File: config.mk
export PLATFORM = sky130hd
export DESIGN_NAME = psf_front
export DESIGN_NICKNAME = d
export VERILOG_FILES = /design/src/psf_pkg.sv /design/src/psf_front.sv
export SDC_FILE = /design/constraint.sdc
export NUM_CORES = 1
export LEC_CHECK = 0
export BUFFER_PORTS_ARGS = -buffer_cell sky130_fd_sc_hd__buf_2
export CORE_AREA = 2 2 60 62
export CTS_BUF_LIST = sky130_fd_sc_hd__clkbuf_8
export DETAILED_ROUTE_END_ITERATION = 8
export DIE_AREA = 0 0 62 64
export PLACE_DENSITY = 0.86
export SETUP_SLACK_MARGIN = 0.15
export SYNTH_ARGS = -nofsm -noshare
export SYNTH_HDL_FRONTEND = slang
export SYNTH_SLANG_ARGS = --single-unit
File: constraint.sdc
create_clock -name clk_i -period 6 [get_ports clk_i]
set_input_delay 1.2 -clock clk_i [delete_from_list [all_inputs] [get_ports clk_i]]
set_output_delay 1.2 -clock clk_i [all_outputs]
set_load 0.03 [all_outputs]
File: src/psf_pkg.sv
// ----------------------------------------------------------------------------
// psf_pkg
// Shared types, character codes and helpers for the printf-style formatter.
// ----------------------------------------------------------------------------
package psf_pkg;

  localparam int unsigned CountW   = 32;
  localparam int unsigned ArgW     = 64;
  localparam int unsigned StackD   = 16;
  localparam int unsigned SpW      = $clog2(StackD) + 1;

  localparam logic [32:0] Recip10  = 33'h0_CCCC_CCCD;

  localparam logic [7:0] ChNul     = 8'h00;
  localparam logic [7:0] ChPercent = 8'h25;
  localparam logic [7:0] ChMinus   = 8'h2D;
  localparam logic [7:0] ChZero    = 8'h30;
  localparam logic [7:0] ChLowA    = 8'h61;
  localparam logic [7:0] ChUpA     = 8'h41;
  localparam logic [7:0] ChLowX    = 8'h78;
  localparam logic [7:0] SelC      = 8'h63;
  localparam logic [7:0] SelD      = 8'h64;
  localparam logic [7:0] SelI      = 8'h69;
  localparam logic [7:0] SelU      = 8'h75;
  localparam logic [7:0] SelX      = 8'h78;
  localparam logic [7:0] SelUpX    = 8'h58;
  localparam logic [7:0] SelP      = 8'h70;

  typedef enum logic [2:0] {
    K_NONE,
    K_CHAR,
    K_DEC,
    K_UDEC,
    K_HEXL,
    K_HEXU,
    K_PTR
  } kind_e;

  typedef enum logic [1:0] {
    P_NONE,
    P_MINUS,
    P_HEX0X
  } pre_e;

  typedef enum logic [2:0] {
    S_IDLE,
    S_CHAR,
    S_GEN,
    S_PRE,
    S_POP
  } st_e;

  typedef struct packed {
    kind_e            kind;
    logic             clr;
    logic [7:0]       ch;
    logic [ArgW-1:0]  arg;
  } cmd_t;

  function automatic logic [7:0] digit_char(input logic [3:0] d, input logic upper);
    logic [7:0] base;
    base = upper ? ChUpA : ChLowA;
    if (d < 4'd10) begin
      digit_char = ChZero + {4'b0, d};
    end else begin
      digit_char = base + {4'b0, d} - 8'd10;
    end
  endfunction

endpackage

File: src/psf_front.sv
// ----------------------------------------------------------------------------
// psf_front
// Accepts format bytes, tracks the pending '%', and turns each byte that emits
// output or starts a format into a command for the back end.
// ----------------------------------------------------------------------------
module psf_front (
  input  logic              clk_i,
  input  logic              rst_ni,
  input  logic              push_i,
  input  logic              q_full_i,
  input  logic [7:0]        fmt_byte_i,
  input  logic [63:0]       arg_value_i,
  input  logic              first_of_format_i,
  output logic              q_push_o,
  output psf_pkg::cmd_t     q_cmd_o
);
  import psf_pkg::*;

  logic  pending_q, pending_d;
  logic  accept;
  kind_e kind;
  logic [7:0] ch;

  assign accept = push_i && !q_full_i;

  always_comb begin
    pending_d = pending_q;
    kind      = K_NONE;
    ch        = fmt_byte_i;
    if (accept) begin
      if (fmt_byte_i == ChNul) begin
        pending_d = 1'b0;
      end else if (pending_q) begin
        pending_d = 1'b0;
        unique case (fmt_byte_i)
          SelC: begin
            kind = K_CHAR;
            ch   = arg_value_i[7:0];
          end
          SelD, SelI: kind = K_DEC;
          SelU:       kind = K_UDEC;
          SelX:       kind = K_HEXL;
          SelUpX:     kind = K_HEXU;
          SelP:       kind = K_PTR;
          ChPercent:  kind = K_CHAR;
          default:    kind = K_NONE;
        endcase
      end else if (fmt_byte_i == ChPercent) begin
        pending_d = 1'b1;
      end else begin
        kind = K_CHAR;
      end
    end
  end

  assign q_cmd_o.kind = kind;
  assign q_cmd_o.clr  = first_of_format_i;
  assign q_cmd_o.ch   = ch;
  assign q_cmd_o.arg  = arg_value_i;
  assign q_push_o     = accept && (kind != K_NONE || first_of_format_i);

  always_ff @(posedge clk_i or negedge rst_ni) begin
    if (!rst_ni) begin
      pending_q <= 1'b0;
    end else begin
      pending_q <= pending_d;
    end
  end

endmodule

**Word level (Yosys, flattened, before mapping)**

Index checks and enable logic that the tools add are counted.

- Bits in registers: 1
- Input bits: 77
- Output and inout bits: 77

- Equality and inequality tests: 8
- Mux-type cells: 12
- Reduce and logical (&&, ||, !) cells: 8

Operators with widths:

| kind | number |
|---|---|
| 8-bit by 7-bit equality test with 1-bit output (second input constant) | 7 |
| 8-bit 2-to-1 mux | 4 |
| 3-bit one-hot mux with 6 select lines | 1 |
| 3-bit 2-to-1 mux | 3 |
| 8-bit by 6-bit equality test with 1-bit output (second input constant) | 1 |
| 8-bit logical NOT | 1 |
| 1-bit 2-to-1 mux | 4 |
| 2-bit OR reduction | 2 |
| 3-bit nonzero test | 1 |
| 1-bit logical AND | 2 |
| 1-bit logical NOT | 1 |
| 1-bit logical OR | 1 |

**Depth between registers and ports, before layout**

- Word-level depth: 9
- Gate-level depth with buffers: 6
- Mapped depth without buffers: 5

**Worst setup path before layout**

No wires, ideal clock.

- Path kind: input -> output
- Start: in fmt_byte_i[4]
- End: out q_push_o
- Arrival: 3932 ps
- Data required time: 4800 ps
- Slack: 868 ps
- Cell stages on the path: 6
- Buffers on the path: 1
- Path through: buf_6 and4bb_2 a21oi_1 a2111oi_0 nor3_1 o21bai_1

RTL lines:

| item | line | source |
|---|---|---|
| from (decl) | psf_front.sv:11 | `input logic [7:0] fmt_byte_i,` |
| to (decl) | psf_front.sv:14 | `output logic q_push_o,` |

==> reports/results.ini <==
[global_route]
grt_pass1_vias = 524
grt_pass1_wl_um = 2450
antenna_found_initial = 0
grt_max_degree = 10
grt_remaining_overflow = 0
grt.total_usage_pct = 7.88

[route]
vias = 611
routedWlPerCell_um = 14.4
drc_errors = 0
vias_per_cell = 4.59
drt-initial-drc-count = 40
ant_nets = 0
firstDrtPassIters = 4
wirelength_um = 1920

[cells_and_area]
fin_area_sq_um = 587
largest_reg_flops = 1
fillers = 376
regMostFlops = pending_q
final_util_pct = 17.9
layout-drive-gt1-share_pct = 54.0
layout.nets = 166
reg_top3 = pending_q x1
diodes = 0
area_delta_synth_final_pct = -28.7
ff_latch_area_sq_um = 25.0
multi_input_area_sq_um = 299
final_cells = 133

[timing]
finalSetupTns_ns = 0
min_period_over_period_pct = 67.4
max_freq_mhz = 247
hold_viol = 0
post-route-min-period_ns = 4.04
rsz0062_at_grt = false
finalSetupViolCount = 0
max_slew.worst_pin.slew_ns = 0.547
slew_violations = 0
slew_headroom_pct = 63.3
skew_ns = 0
holdWs_ns = 0.551
finalWorstSetupSlack_ns = 1.96

[yosys]
synth_most_common_cell = buf_4
synth_top_cell_area_share_pct = 59.3
yosys-top-cells-area = buf_4 (59%), a21o_1 (3.6%), o21a_1 (3.6%)
syn_area_sq_um = 823
seq_area_frac_synth_pct = 3.04
synthCells = 112
synth.ff_latch_count = 1
syn_nets = 189
synth-main-ff-cell = dfrtp_1
synth.avg_cell_area_sq_um = 7.35
synth_common_cells = buf_4 (65), nand2_1 (5), nor2_1 (5)
synth_area_leader_cell = buf_4
synth-edff-count = 0
synth.distinct_cells = 27
postSynth.asyncResetShare_pct = 100
yosysWarnings = 0

[setup_path]
cp_data_required_time_ns = 4.80
critPathCaptureType = output port
crit_arrival_ns = 2.84
path_delay_family = simple AND/OR/NAND/NOR gates
path_class = in -> out
cp_max_fo = 6
critPathMostFrequentCell = buf_2
slowest_stage = or4b_4
critPathBufInv = 2
crit_chain = buf_2 -> nand2_1 -> or4b_4 -> nor3_1 -> a21o_1 -> buf_2
cp-start-kind = input port
slowest_delay_ns = 0.50

[clock_network]
cts_resized = 0
postCtsSetupBuffers = 0
clkSlewWorstSetupHoldPaths_ns = 0
holdBufCountCts = 0
clk_latency_ns = 0

[die]
die-height_um = 64
core_region_area_sq_um = 3280
die_area_sq_um = 3970
fp-row-count = 21
io_pins = 154
die_w_um = 62
initial_core_util_pct = 25.1

[power]
max-vdd-ir-drop_mv = 0.0108
power_density_nw_per_um2 = 84.4
switching_power_uw = 27.5
finalPower_uw = 49.5
power.share.clock_pct = 0
pwr-share-seq_pct = 14.0
p_leak_nw = 0.279
combPwrFrac_pct = 86.0
internal-power_uw = 22.0
power.share.switching_pct = 55.5

[status]
outcome = completed

[place]
dpl.hpwl_um = 1660
post-place-ws_ns = 1.95
dp.cells = 133
place_area_sq_um = 587
gp_congestion = 0.680
numPortBuffers = 41

[hold_path]
min_path_type = reg -> reg

[job]
maxCapViolCount = 0

path summary, 6_finish.rpt:
| kind | start | slack, ns | depth (start not counted) | end |
|---|---|---|---|---|
| setup / recovery | fmt_byte_i[5] | 1.96 | 6 | q_cmd_o[68] |
| hold / removal | pending_q$_DFFE_PN0P_ | 0.55 | 2 | pending_q$_DFFE_PN0P_ |
| setup reg to reg | pending_q$_DFFE_PN0P_ | 5.20 | 3 | pending_q$_DFFE_PN0P_ |
| hold reg to reg | pending_q$_DFFE_PN0P_ | 0.55 | 2 | pending_q$_DFFE_PN0P_ |
| max in group asynchronous | rst_ni | 4.94 | 1 | pending_q$_DFFE_PN0P_ |
| min in group asynchronous | rst_ni | 0.97 | 1 | pending_q$_DFFE_PN0P_ |
cell families after synthesis:
group | after synthesis | share of synthesized area (%)
buffers and inverters | 66 | 60.6
and+or+nand+nor | 26 | 19.6
AOI/OAI and AO/OA | 17 | 14.6
xor gates and xnor gates | 2 | 2.13
DFF | 1 | 3.04
area by class of cell:
cell class	instances	share of cell area [%]
Multi-Input combinational cell	45	51.0
Timing Repair Buffer	41	35.0
Tap cell	46	9.81
Sequential cell	1	4.26
worst min-delay path: stages (launching register included):
cell     delay [ns]
dfrtp_1        0.38
nand2_1        0.06
o21ai_0        0.07
power groups by stage:
stage | sequential (mW) | combinational [mW] | clock (mW)
2_1_floorplan | 0.00693 | 0.0994 | 0
3_3_place_gp | 0.00694 | 0.0424 | 0
3_5_place_dp | 0.00694 | 0.0429 | 0
4_1_cts | 0.00694 | 0.0429 | 0
5_1_grt | 0.00695 | 0.0461 | 0
6_report | 0.00694 | 0.0426 | 0
metal layers:
layer / share of wire, % / track usage (%) / vias up
met1: 30 / 6.07 / 266
met2: 44 / 13.3 / 56
li1: - / - / 261
met5: 0 / 0 / -
met3: 18 / 3.85 / 28
met4: 7.9 / 7.45 / 0
placed cells by master, fill, tap and decap left out, drive strengths merged, types with 2 or more instances in the layout:
| master | count |
|---|---|
| a21oi | 3 |
| o21ai | 2 |
| or4b | 2 |
| o21a | 4 |
| nor3 | 4 |
| nor2 | 5 |
| buf | 41 |
| nand2 | 5 |
| a21o | 4 |
| nand3b | 2 |
(Power assumes the default switching activity.)
