### config.mk
export PLATFORM = sky130hd
export DESIGN_NAME = psf_cmd_queue
export DESIGN_NICKNAME = d
export VERILOG_FILES = /design/src/psf_pkg.sv /design/src/psf_cmd_queue.sv
export SDC_FILE = /design/constraint.sdc
export NUM_CORES = 1
export LEC_CHECK = 0
export ABC_AREA = 1
export BUFFER_PORTS_ARGS = -buffer_cell sky130_fd_sc_hd__buf_4
export CAP_MARGIN = 20
export CORE_ASPECT_RATIO = 0.75
export CORE_MARGIN = 5
export CORE_UTILIZATION = 35
export DETAILED_ROUTE_END_ITERATION = 8
export PLACE_DENSITY = 0.58
export SYNTH_ARGS = -nofsm -noshare
export SYNTH_HDL_FRONTEND = slang
export SYNTH_SLANG_ARGS = --single-unit
### constraint.sdc
create_clock -name clk_i -period 5.85 [get_ports clk_i]
set_input_delay 0.2925 -clock clk_i [delete_from_list [all_inputs] [get_ports clk_i]]
set_output_delay 0.2925 -clock clk_i [all_outputs]
set_load 0.01 [all_outputs]
### src/psf_pkg.sv
// ----------------------------------------------------------------------------
// psf_pkg
// Shared types, character codes and helpers for the printf-style formatter.
// ----------------------------------------------------------------------------
package psf_pkg;

  localparam int unsigned CountW   = 32;
  localparam int unsigned ArgW     = 64;
  localparam int unsigned StackD   = 16;
  localparam int unsigned SpW      = $clog2(StackD) + 1;

  localparam logic [32:0] Recip10  = 33'h0_CCCC_CCCD;

  localparam logic [7:0] ChNul     = 8'h00;
  localparam logic [7:0] ChPercent = 8'h25;
  localparam logic [7:0] ChMinus   = 8'h2D;
  localparam logic [7:0] ChZero    = 8'h30;
  localparam logic [7:0] ChLowA    = 8'h61;
  localparam logic [7:0] ChUpA     = 8'h41;
  localparam logic [7:0] ChLowX    = 8'h78;
  localparam logic [7:0] SelC      = 8'h63;
  localparam logic [7:0] SelD      = 8'h64;
  localparam logic [7:0] SelI      = 8'h69;
  localparam logic [7:0] SelU      = 8'h75;
  localparam logic [7:0] SelX      = 8'h78;
  localparam logic [7:0] SelUpX    = 8'h58;
  localparam logic [7:0] SelP      = 8'h70;

  typedef enum logic [2:0] {
    K_NONE,
    K_CHAR,
    K_DEC,
    K_UDEC,
    K_HEXL,
    K_HEXU,
    K_PTR
  } kind_e;

  typedef enum logic [1:0] {
    P_NONE,
    P_MINUS,
    P_HEX0X
  } pre_e;

  typedef enum logic [2:0] {
    S_IDLE,
    S_CHAR,
    S_GEN,
    S_PRE,
    S_POP
  } st_e;

  typedef struct packed {
    kind_e            kind;
    logic             clr;
    logic [7:0]       ch;
    logic [ArgW-1:0]  arg;
  } cmd_t;

  function automatic logic [7:0] digit_char(input logic [3:0] d, input logic upper);
    logic [7:0] base;
    base = upper ? ChUpA : ChLowA;
    if (d < 4'd10) begin
      digit_char = ChZero + {4'b0, d};
    end else begin
      digit_char = base + {4'b0, d} - 8'd10;
    end
  endfunction

endpackage

### src/psf_cmd_queue.sv
// ----------------------------------------------------------------------------
// psf_cmd_queue
// Two-entry command queue between the front and the back end.
// ----------------------------------------------------------------------------
module psf_cmd_queue (
  input  logic          clk_i,
  input  logic          rst_ni,
  input  logic          push_i,
  input  psf_pkg::cmd_t data_i,
  output logic          full_o,
  input  logic          pop_i,
  output logic          empty_o,
  output psf_pkg::cmd_t data_o
);
  import psf_pkg::*;

  cmd_t       mem_q [2];
  logic       wr_q, rd_q;
  logic [1:0] cnt_q;
  logic       do_push, do_pop;

  assign full_o  = (cnt_q == 2'd2);
  assign empty_o = (cnt_q == 2'd0);
  assign do_push = push_i && !full_o;
  assign do_pop  = pop_i && !empty_o;
  assign data_o  = mem_q[rd_q];

  always_ff @(posedge clk_i) begin
    if (do_push) begin
      mem_q[wr_q] <= data_i;
    end
  end

  always_ff @(posedge clk_i or negedge rst_ni) begin
    if (!rst_ni) begin
      wr_q  <= 1'b0;
      rd_q  <= 1'b0;
      cnt_q <= 2'd0;
    end else begin
      if (do_push) begin
        wr_q <= ~wr_q;
      end
      if (do_pop) begin
        rd_q <= ~rd_q;
      end
      if (do_push && !do_pop) begin
        cnt_q <= cnt_q + 2'd1;
      end else if (do_pop && !do_push) begin
        cnt_q <= cnt_q - 2'd1;
      end
    end
  end

endmodule

# ---- Yosys cells after proc, flatten, opt, wreduce, memory -nomap -nowiden
# Memory sizes are Yosys's and may differ from the RTL's.
# Cells that the tools add are included.
dict set report op_classes {
  bitwise_logic 2
  mux 4
  addsub 2
  eq_ne 1
  n_reduce_logical 10
}
# op count
set ops {}
lappend ops {{logical AND 1 bit} 4}
lappend ops {{logical NOT 1 bit} 4}
lappend ops {{two-way mux 2 bit} 2}
lappend ops {{adder 2 x 1 -> 2 bit, second input constant} 1}
lappend ops {{== test 2 bit, second input constant} 1}
lappend ops {{logical NOT 2 bit} 1}
lappend ops {{two-way mux 1 bit} 2}
lappend ops {{inverter 1 bit} 2}
lappend ops {{nonzero test 2 bit} 1}
lappend ops {{subtractor 2 x 1 -> 2 bit, second input constant} 1}
dict set report totals {
  mem_count 1
  reg_bits 4
  ram_bits 152
  inputBits 80
  out_inout_bits 78
  wordCells 23
}
# name depth width rd rd_clocked_by_memory_dff write_ports line
set memory_table {}
lappend memory_table {mem_q 2 76 1 0 1 psf_cmd_queue.sv:17} ;# cmd_t mem_q [2];

# ---- Logic depth before layout (Yosys ltp)
# Gate-level depths: netlist (run 1).
dict set report depth {
  ltp_word 7
  mapped_depth 9
  depth_no_buf 9
}

# ---- Worst setup path before layout (run 1)
# OpenSTA, ideal clock, no wires.
dict set report synth_path {
  path_type {reg2reg}
  startpoint {register cnt_q[1]}
  endpoint {memory mem_q[1][0] (netlist name) (enable)}
  period_less_slack_ns 4.250
  slack_ns 1.600
  t_arrival_ns 3.739
  path_stages_with_launch 4
  required_time_ns 5.339
  n_path_buf 0
  setup_time_ns 0.511
  path_cell_list {dfrtp_1 inv_1 o21ai_0 nor2_1}
}
dict set report synth_via {
  elab_chain_len 5
}
# item line
set synth_lines {}
lappend synth_lines {{from (decl)} psf_cmd_queue.sv:19} ;# logic [1:0] cnt_q;
lappend synth_lines {{from (signal assigned)} psf_cmd_queue.sv:47} ;# cnt_q <= cnt_q + 2'd1;
lappend synth_lines {{from (signal assigned)} psf_cmd_queue.sv:49} ;# cnt_q <= cnt_q - 2'd1;
lappend synth_lines {{== test 2 bit} psf_cmd_queue.sv:22} ;# assign full_o = (cnt_q == 2'd2);
lappend synth_lines {{logical NOT 1 bit} psf_cmd_queue.sv:24} ;# assign do_push = push_i && !full_o;
lappend synth_lines {{logical AND 1 bit} psf_cmd_queue.sv:24}
lappend synth_lines {{two-way mux 1 bit} psf_cmd_queue.sv:29} ;# if (do_push) begin
lappend synth_lines {{two-way mux 1 bit (implied by the code)} psf_cmd_queue.sv:30} ;# mem_q[wr_q] <= data_i;
lappend synth_lines {{to (decl)} psf_cmd_queue.sv:17}
# No other way between the ends.

# ---- Worst setup path after layout (run 1)
dict set report layout_path {
  startpoint {register cnt_q[1]}
  endpoint {memory mem_q[1][5] (netlist name) (enable)}
}
# The elaborated chain is that of the path after synthesis.

==> results.yml, run 1 <==
power_and_ir_drop:
  vdd_drop_max_v: 0.000271
  p_leak_nw: 3.26
  switching_share_pct: 32.9
  switchingPower_w: 0.00127
  cellPowerDensity_mw_per_mm2: 502
  pwr-share-seq_pct: 41.2
  power_frac_comb_pct: 34.4
  clkPwrFrac_pct: 24.5
  p_int_w: 0.00259
hold_path:
  worstHoldEndpoint: "mem_q[0][27]"
  hp-class: "primary input to flip-flop"
  holdPathStages: 1
  hp-start: "data_i[27]"
detailed_routing:
  drt-initial-drc-count: 157
  drc: 0
  via_per_inst: 4.37
  wl_um: 12200
  drt_pass1_iterations: 4
  ant_nets: 0
  avgRoutedWirePerCell_um: 15.0
  num_vias: 3566
critical_path:
  cp.arrival_ns: 2.38
  path_max_fanout: 38
  cp_slowest_cell: "nor2_4"
  required_ns: 5.90
  slowest_delay_ns: 0.55
  r2r-start: "cnt_q[1]"
  cp-start-kind: "flip-flop"
  path_cells: "inv_1 -> o21ai_0 -> nor2_4 -> buf_16 -> buf_4"
  crit_type: "flip-flop to flip-flop"
  cp_top_family: "buffers and inverters"
  r2r-end: "mem_q[1][5]"
  crit_buf_inv: 3
  endpoint_kind: "flip-flop"
  ff2ff_path_depth: 5
  rrSetupSlack_ns: 3.51
layout:
  fin_util_pct: 47.6
  layout-drive-gt1-share_pct: 31.7
  stdcell_area_mm2: 0.00767
  insertedDiodeCount: 0
  layout_commonest_cell: "nand2_1"
  seq_area_mm2: 0.00467
  finalNonFillerCells: 816
  fillers: 1447
  fin_nets: 674
  multi_input_area_um2: 962
  layout_common_cells: "237 x nand2_1, 160 x buf_4, 152 x edfxtp_1, 17 x clkbuf_16"
  syn2layout_area_growth_pct: 32.8
cts:
  cts_buffers: 17
  holdBufCountCts: 1
  clockBufferDepth: 2
  clock_latency_ns: 0.41
  cts_resized: 0
  cts-htree-levels: 4
  tritoncts: "built"
  cts_setup_buffers: 0
  numClockSinks: 156
  clkTransAtPathRegs_ns: 0.06
  cts_root_buf: "clkbuf_16"
timing:
  tightest_slew_ns: 0.834
  finalClockSkew_ns: 0.00765
  fin_setup_tns_ns: 0
  finalCriticalPeriod_ns: 2.34
  fin_crit_sh_pct: 39.9
  max_freq_ghz: 0.428
  hold_viol: 0
  drv_slew: 0
  rsz0062_at_grt: "no"
  setup_violations: 0
  slew_headroom_pct: 44.4
  whs_ns: 0.0586
flow_run:
  max-cap-violations: 0
placed_design:
  placed_cell_area_mm2: 0.00715
  portBuffers: 157
  dp.cells: 783
  dpl.hpwl_um: 7760
  place.gp.congestion: 0.749
floorplan:
  ioPinCount: 158
  start_util_pct: 35.8
  fp.dieH_um: 121
  rows: 40
  dieArea_mm2: 0.0192
  core_mm2: 0.0161
  die_w_um: 158
grt:
  grt-ovfl-total: 0
  grt_pass1_wl_um: 18500
  antenna_found_initial: 0
  grt_pass1_vias: 3566
  grt_max_degree: 78
  track_usage_pct: 12.8
logic_synthesis:
  postSynthAreaPerCell_um2: 13.5
  synth-warning-count: 0
  synth_area_mm2: 0.00578
  syn_nets: 510
  ys_ff_latch: 156
  syn_inst: 429
  yosysUniqueCellTypes: 15
  yosysSeqAreaShare_pct: 80.8
run_status:
  outcome: "completed"
-- layout make-up --
cell class | instances | area share (%)
clock buffer | 18 | 5.59
clock inverter | 14 | 1.04
inverter | 8 | 0.440
multi-input combinational | 248 | 12.5
sequential | 156 | 60.8
tap | 210 | 3.42
timing repair buffer | 162 | 16.1
-- worst max-delay path by stage --
stage | depth (start not counted) | to | from
after floorplan | 3 | mem_q[1][0] | cnt_q[1]
after global placement | 4 | mem_q[1][10] | cnt_q[1]
after detailed placement | 5 | mem_q[1][4] | cnt_q[1]
after CTS | 5 | mem_q[1][75] | cnt_q[1]
after global routing | 6 | mem_q[0][5] | cnt_q[1]
final | 5 | mem_q[1][5] | cnt_q[1]
-- synth_stat cells --
| master | number | share of area (%) |
|---|---|---|
| nand4_1 | 1 | 0.11 |
| nand2_1 | 237 | 15 |
| dfrtp_1 | 4 | 1.7 |
| nor2_1 | 4 | 0.26 |
| nand3_1 | 1 | 0.087 |
| inv_4 | 1 | 0.11 |
| nand3b_1 | 1 | 0.13 |
| xnor2_1 | 1 | 0.15 |
| ha_1 | 1 | 0.22 |
| edfxtp_1 | 152 | 79 |
| o21ai_0 | 2 | 0.17 |
| inv_1 | 7 | 0.46 |
| buf_4 | 3 | 0.39 |
| buf_2 | 9 | 0.78 |
| buf_6 | 5 | 0.97 |
-- registers in the layout, summed over array words and instances (netlist names) --
register	count
rd_q	1
wr_q	1
mem_q	152
cnt_q	2
-- metal layers --
| layer | track usage (%) | wire [um] | vias up |
|---|---|---|---|
| met5 | 0 | 0 | - |
| met4 | 6.07 | 255 | 0 |
| met3 | 4.42 | 979 | 22 |
| met2 | 19.6 | 5540 | 123 |
| met1 | 16.5 | 5430 | 1652 |
| li1 | - | - | 1769 |
-- kinds of logic (layout without fill, tap and decap cells) --
| family | after synthesis | after routing | synth area share [%] |
|---|---|---|---|
| simple gates | 244 | 244 | 16.0 |
| compound gates | 2 | 2 | 0.173 |
| flops | 156 | 156 | 80.8 |
| fa+ha+maj | 1 | 1 | 0.217 |
| xor+xnor | 1 | 1 | 0.152 |
| buf+inv | 25 | 202 | 2.71 |
-- power groups by stage --
stage	registers (W)	logic, W	clock network, W
after global routing	0.00161	0.00147	0.00102
after floorplan	0.00162	0.000718	0
after CTS	0.00159	0.00137	0.000972
final	0.00159	0.00132	0.000943
after global placement	0.00160	0.00133	0
after detailed placement	0.00161	0.00136	0
-- stage by stage --
step                worst slack [ns]  total power (W)
floorplan                       1.60          0.00233
global placement                3.28          0.00293
detailed placement              3.48          0.00297
CTS                             3.47          0.00393
global route                    3.37          0.00410
finish                          3.51          0.00385
(Power assumes the default switching activity.)
==> run 2, diff against run 1 <==
--- a/config.mk
+++ b/config.mk
@@ -5,14 +5,14 @@
 export SDC_FILE = /design/constraint.sdc
 export NUM_CORES = 1
 export LEC_CHECK = 0
-export ABC_AREA = 1
+export ABC_AREA = 0
 export BUFFER_PORTS_ARGS = -buffer_cell sky130_fd_sc_hd__buf_4
 export CAP_MARGIN = 20
 export CORE_ASPECT_RATIO = 0.75
 export CORE_MARGIN = 5
 export CORE_UTILIZATION = 35
 export DETAILED_ROUTE_END_ITERATION = 8
-export PLACE_DENSITY = 0.58
+export PLACE_DENSITY = 0.6
 export SYNTH_ARGS = -nofsm -noshare
 export SYNTH_HDL_FRONTEND = slang
 export SYNTH_SLANG_ARGS = --single-unit
==> constraint.sdc (replaced) <==
create_clock -name clk_i -period 2.1 [get_ports clk_i]
set_input_delay 0.105 -clock clk_i [delete_from_list [all_inputs] [get_ports clk_i]]
set_output_delay 0.105 -clock clk_i [all_outputs]
set_load 0.01 [all_outputs]
==> run 2 against run 1 <==
- register-to-register slack got worse by 3.0 ns
- global-route usage rose by 0.24 points
- sequential share of layout area fell by 7.1 points
- largest power group unchanged
- area after synthesis rose by 0.71%
- final cell count fell by 11%
==> results.yml, run 2 <==
run_status:
  outcome: "completed"
placed_design:
  placed_cell_area_mm2: 0.00731
  dpl.hpwl_um: 7630
  place.gp.congestion: 0.723
  pre_cts_ws_ns: 0.546
  portBuffers: 157
logic_synthesis:
  syn_inst: 256
  synth-edff-count: 152
  ys_ff_latch: 156
  async_flop_share_pct: 2.56
  yosysSeqAreaShare_pct: 80.2
  synthTopCellsByArea: "edfxtp_1 78%, mux2_2 8.9%, mux2_4 7.7%"
  synth-warning-count: 0
  synth_flop_cell: "edfxtp_1"
  syn_nets: 337
  synth_area_mm2: 0.00582
  postSynthAreaPerCell_um2: 22.7
  yosys-top-cells-count: "152 x edfxtp_1, 46 x mux2_2, 30 x mux2_4, 4 x buf_2, 4 x dfrtp_1"
  yosys.cell_count.top_type: "edfxtp_1"
  yosysUniqueCellTypes: 16
  synth_top_area_share_pct: 78.5
  synth_top_area_cell: "edfxtp_1"
cts:
  numClockSinks: 156
  clkTransAtPathRegs_ns: 0.06
  tritoncts: "built"
  cts_root_buf: "clkbuf_16"
  cts-htree-levels: 4
  clock_latency_ns: 0.41
  cts_buffers: 17
  cts_resized: 0
  clockBufferDepth: 2
power_and_ir_drop:
  power_frac_comb_pct: 33.8
  vdd_drop_max_v: 0.000670
  pwr-share-seq_pct: 38.9
  power_w: 0.0114
  p_leak_nw: 3.38
  cellPowerDensity_mw_per_mm2: 1310
  clkPwrFrac_pct: 27.3
  p_int_w: 0.00830
  switchingPower_w: 0.00313
  switching_share_pct: 27.4
floorplan:
  ioPinCount: 158
  start_util_pct: 36.0
  dieArea_mm2: 0.0193
  core_mm2: 0.0162
  fp.dieH_um: 122
  die_w_um: 159
  rows: 40
grt:
  track_usage_pct: 13.1
  grt-ovfl-total: 0
  met2_usage_pct: 19.7
  antenna_found_initial: 1
  grtUsageMet1_pct: 17.0
  grt_pass1_vias: 3535
  grtUsageMet3_pct: 5.95
  grt_max_degree: 49
  grt_pass1_wl_um: 19500
  grt_busiest_layer: "met2"
critical_path:
  crit_type: "flip-flop to output port"
  cp-startpoint: "rd_q"
  endpoint_kind: "output port"
  cp.arrival_ns: 1.69
  r2r-end: "mem_q[0][56]"
  r2r-start: "cnt_q[0]"
  path_max_fanout: 43
  rrSetupSlack_ns: 0.56
  required_ns: 2.00
  ff2ff_path_depth: 4
  cp-start-kind: "flip-flop"
layout:
  layout_common_cells: "158 x buf_4, 152 x edfxtp_1, 78 x dlygate4sd3_1, 46 x mux2_2, 30 x mux2_4"
  largest_reg_flops: 152
  syn2layout_area_growth_pct: 49.5
  fin_nets: 588
  layout_commonest_cell: "buf_4"
  stdcell_area_mm2: 0.00869
  layout-drive-gt1-share_pct: 52.2
  largest-register: "mem_q"
  fillers: 1302
  fin_util_pct: 53.8
  reg.largest.list: "mem_q (152), cnt_q (2)"
timing:
  fin_crit_sh_pct: 85.4
  hold_viol: 0
  finalClockSkew_ns: 0.00976
  rsz0062_at_grt: "no"
  setup_violations: 0
  tightest_slew_ns: 0.390
  setup_ws_ns: 0.308
  finalCriticalPeriod_ns: 1.79
  max_freq_ghz: 0.558
  drv_slew: 0
  slew_headroom_pct: 74.0
  whs_ns: 0.0528
detailed_routing:
  avgRoutedWirePerCell_um: 16.8
  num_vias: 3254
  drt-initial-drc-count: 246
  wl_um: 12300
  ant_nets: 0
  drc: 0
  drt_pass1_iterations: 4
  via_per_inst: 4.46
hold_path:
  hp-class: "primary input to flip-flop"
  hp-start: "pop_i"
  worstHoldEndpoint: "rd_q"
  holdPathStages: 3
flow_run:
  max-cap-violations: 0
run 2: cell types whose count changed after synthesis, moves of 3 or more:
cell	previous run	this run
mux2_4	0	30
buf_6	5	2
buf_8	0	3
mux2_2	0	46
buf_4	3	0
nand2_1	237	1
inv_1	7	2
buf_2	9	4
run 2: logic make-up after synthesis:
family          Yosys count  synth area share, %
compound gates            1               0.0860
xor+xnor                  5                0.753
fa+ha+maj                 1                0.215
buf+inv                  11                 1.63
flops                   156                 80.2
mux                      76                 16.6
simple gates              6                0.473
run 2: final cells by class:
cell class              instances  area [um^2]  area share, %
inverters                       2         7.51         0.0863
well taps                     210          263           3.02
multi-input cells              89         1080           12.5
clock buffers                  17          425           4.89
repair buffers                241         2070           23.8
clock inverters                14          176           2.03
diodes                          1         2.50         0.0288
flip-flops and latches        156         4670           53.7
run 2: repair_timing:
action,4_1_cts,5_1_grt
hold buffers,78,0
buffers inserted,0,0
hold endpoints to repair,157,0
run 2: worst max-delay path by stage:
| stage | endpoint | slack, ns | cells after the start |
|---|---|---|---|
| global route | data_o[10] | 0.22 | 3 |
| floorplan | mem_q[0][0] | -0.07 | 3 |
| finish | data_o[7] | 0.31 | 3 |
| global placement | mem_q[0][71] | 0.59 | 4 |
| detailed placement | mem_q[0][73] | 0.55 | 4 |
| CTS | data_o[4] | 0.26 | 3 |
run 2: worst max-delay path, stage by stage (launching register included):
cell,delay (ns)
dfrtp_4,0.44
buf_12,0.26
mux2_2,0.39
buf_4,0.14
run 2: power by group through the flow:
stage	logic (W)	clock network [W]	registers, W
6_report	0.00386	0.00312	0.00445
5_1_grt	0.00415	0.00337	0.00451
4_1_cts	0.00395	0.00322	0.00445
3_5_place_dp	0.00382	0	0.00452
3_3_place_gp	0.00379	0	0.00448
2_1_floorplan	0.00219	0	0.00447
run 2: metal layers:
| metal | routed length [um] | up-vias |
|---|---|---|
| met3 | 1160 | 7 |
| li1 | - | 1514 |
| met5 | 0 | - |
| met4 | 95 | 0 |
| met1 | 5320 | 1605 |
| met2 | 5700 | 128 |
run 2: per-stage QoR:
| stage | instances | setup TNS, ns |
|---|---|---|
| after CTS | 729 | 0 |
| after global routing | 730 | 0 |
| after detailed placement | 620 | 0 |
| after floorplan | 256 | -5.23 |
| after global placement | 620 | 0 |
| final | 730 | 0 |
==> run 3, diff against run 2 <==
--- a/config.mk
+++ b/config.mk
@@ -9,7 +9,7 @@
 export BUFFER_PORTS_ARGS = -buffer_cell sky130_fd_sc_hd__buf_4
 export CAP_MARGIN = 20
 export CORE_ASPECT_RATIO = 0.75
-export CORE_MARGIN = 5
+export CORE_MARGIN = 4
 export CORE_UTILIZATION = 35
 export DETAILED_ROUTE_END_ITERATION = 8
 export PLACE_DENSITY = 0.6
==> run 3 against run 2 <==
- sequential power up 2%
- final cell count up 0.27%
- first-iteration DRC count down 28%
- largest cell class unchanged
- largest power group unchanged
==> results.yml, run 3 (same netlist as run 2, synthesis figures left out) <==
power_and_ir_drop:
  power_frac_comb_pct: 33.2
  p_leak_nw: 3.38
  power_w: 0.0114
  switching_share_pct: 27.8
  vdd_drop_max_v: 0.000876
  pwr-share-seq_pct: 39.9
  clkPwrFrac_pct: 26.9
  switchingPower_w: 0.00317
  cellPowerDensity_mw_per_mm2: 1310
  p_int_w: 0.00823
detailed_routing:
  num_vias: 3241
  drt_pass1_iterations: 4
  ant_nets: 0
  wl_um: 12000
  drt-initial-drc-count: 178
  drc: 0
  avgRoutedWirePerCell_um: 16.4
  via_per_inst: 4.43
timing:
  max_freq_ghz: 0.497
  hold_viol: 0
  drv_slew: 0
  whs_ns: 0.0368
  finalClockSkew_ns: 0.00365
  setup_violations: 0
  rsz0062_at_grt: "no"
  fin_setup_tns_ns: 0
  slew_headroom_pct: 72.5
  finalCriticalPeriod_ns: 2.01
  tightest_slew_ns: 0.413
  fin_crit_sh_pct: 95.9
cts:
  clkTransAtPathRegs_ns: 0.06
  cts_root_buf: "clkbuf_16"
  cts_buffers: 17
  tritoncts: "built"
  numClockSinks: 156
  clockBufferDepth: 2
  cts-htree-levels: 4
  clock_latency_ns: 0.41
floorplan:
  start_util_pct: 36.0
  die_w_um: 157
  rows: 40
  core_mm2: 0.0162
  ioPinCount: 158
  dieArea_mm2: 0.0188
  fp.dieH_um: 120
run_status:
  outcome: "completed"
critical_path:
  required_ns: 2.00
  r2r-start: "cnt_q[0]"
  endpoint_kind: "output port"
  cp.arrival_ns: 1.91
  cp-start-kind: "flip-flop"
  path_max_fanout: 24
  crit_type: "flip-flop to output port"
  cp-startpoint: "rd_q"
hold_path:
  hp-start: "pop_i"
  hp-class: "primary input to flip-flop"
grt:
  grt_pass1_vias: 3598
  antenna_found_initial: 0
  track_usage_pct: 13.1
  grt_pass1_wl_um: 18500
  grt_max_degree: 40
  grt-ovfl-total: 0
placed_design:
  place.gp.congestion: 0.757
  dpl.hpwl_um: 7650
  portBuffers: 157
layout:
  syn2layout_area_growth_pct: 49.9
  insertedDiodeCount: 0
  reg.largest.list: "mem_q (152), cnt_q (2)"
  layout_common_cells: "159 x buf_4, 152 x edfxtp_1, 78 x dlygate4sd3_1, 46 x mux2_2, 30 x mux2_4"
  layout_commonest_cell: "buf_4"
  largest-register: "mem_q"
  largest_reg_flops: 152
  fin_nets: 590
  layout-drive-gt1-share_pct: 52.9
flow_run:
  max-cap-violations: 0
-- run 3: per-layer routing --
metal  track usage [%]  vias up  share of wire (%)
li1                  -     1516                  -
met3              4.72       13                7.7
met2              20.4      109                 46
met1              16.5     1603                 44
met4              5.53        0                1.5
met5                 0        -                  0
-- run 3: area by class of cell --
type                       instances  area [um^2]
timing repair buffer             243         2090
sequential                       156         4670
fill                            1259         7450
clock inverter                    15          174
tap                              210          263
inverter                           2         7.51
multi-input combinational         89         1080
clock buffer                      17          425
-- run 3: power groups by stage --
| stage | sequential, W | clock (W) | combinational, W |
|---|---|---|---|
| after floorplan | 0.00447 | 0 | 0.00219 |
| after global placement | 0.00460 | 0 | 0.00370 |
| after detailed placement | 0.00462 | 0 | 0.00373 |
| after CTS | 0.00456 | 0.00314 | 0.00387 |
| after global routing | 0.00462 | 0.00330 | 0.00405 |
| final | 0.00455 | 0.00307 | 0.00378 |
-- run 3: metrics by stage --
| stage | std cells | area (um^2) | worst slack, ns | utilization, % |
|---|---|---|---|---|
| 2_1_floorplan | 256 | 5840 | -0.0688 | - |
| 3_3_place_gp | 622 | 7340 | 0.509 | 45.4 |
| 3_5_place_dp | 622 | 7340 | 0.512 | 45.4 |
| 4_1_cts | 732 | 8720 | 0.0506 | 53.9 |
| 5_1_grt | 732 | 8720 | 0.00857 | 53.9 |
| 6_report | 732 | 8720 | 0.0870 | 53.9 |
-- run 3: worst max-delay path, stage by stage, from the launching register on --
cell and delay, ns:
dfrtp_4 0.69, buf_12 0.25, mux2_2 0.38, buf_4 0.15
-- run 3: path summary, 6_finish.rpt --
path / end / slack, ns / cells past startpoint
min in group asynchronous: rd_q / 0.05 / 2
max in group asynchronous: rd_q / 1.93 / 2
max: data_o[19] / 0.09 / 3
min reg2reg: wr_q / 0.55 / 1
max reg2reg: cnt_q[1] / 0.64 / 5
min: rd_q / 0.04 / 3
-- run 3: timing repair --
action,in CTS,in global routing
setup buffers,0,0
hold buffers,78,0
hold endpoints to repair,157,0
gates resized for setup,0,0
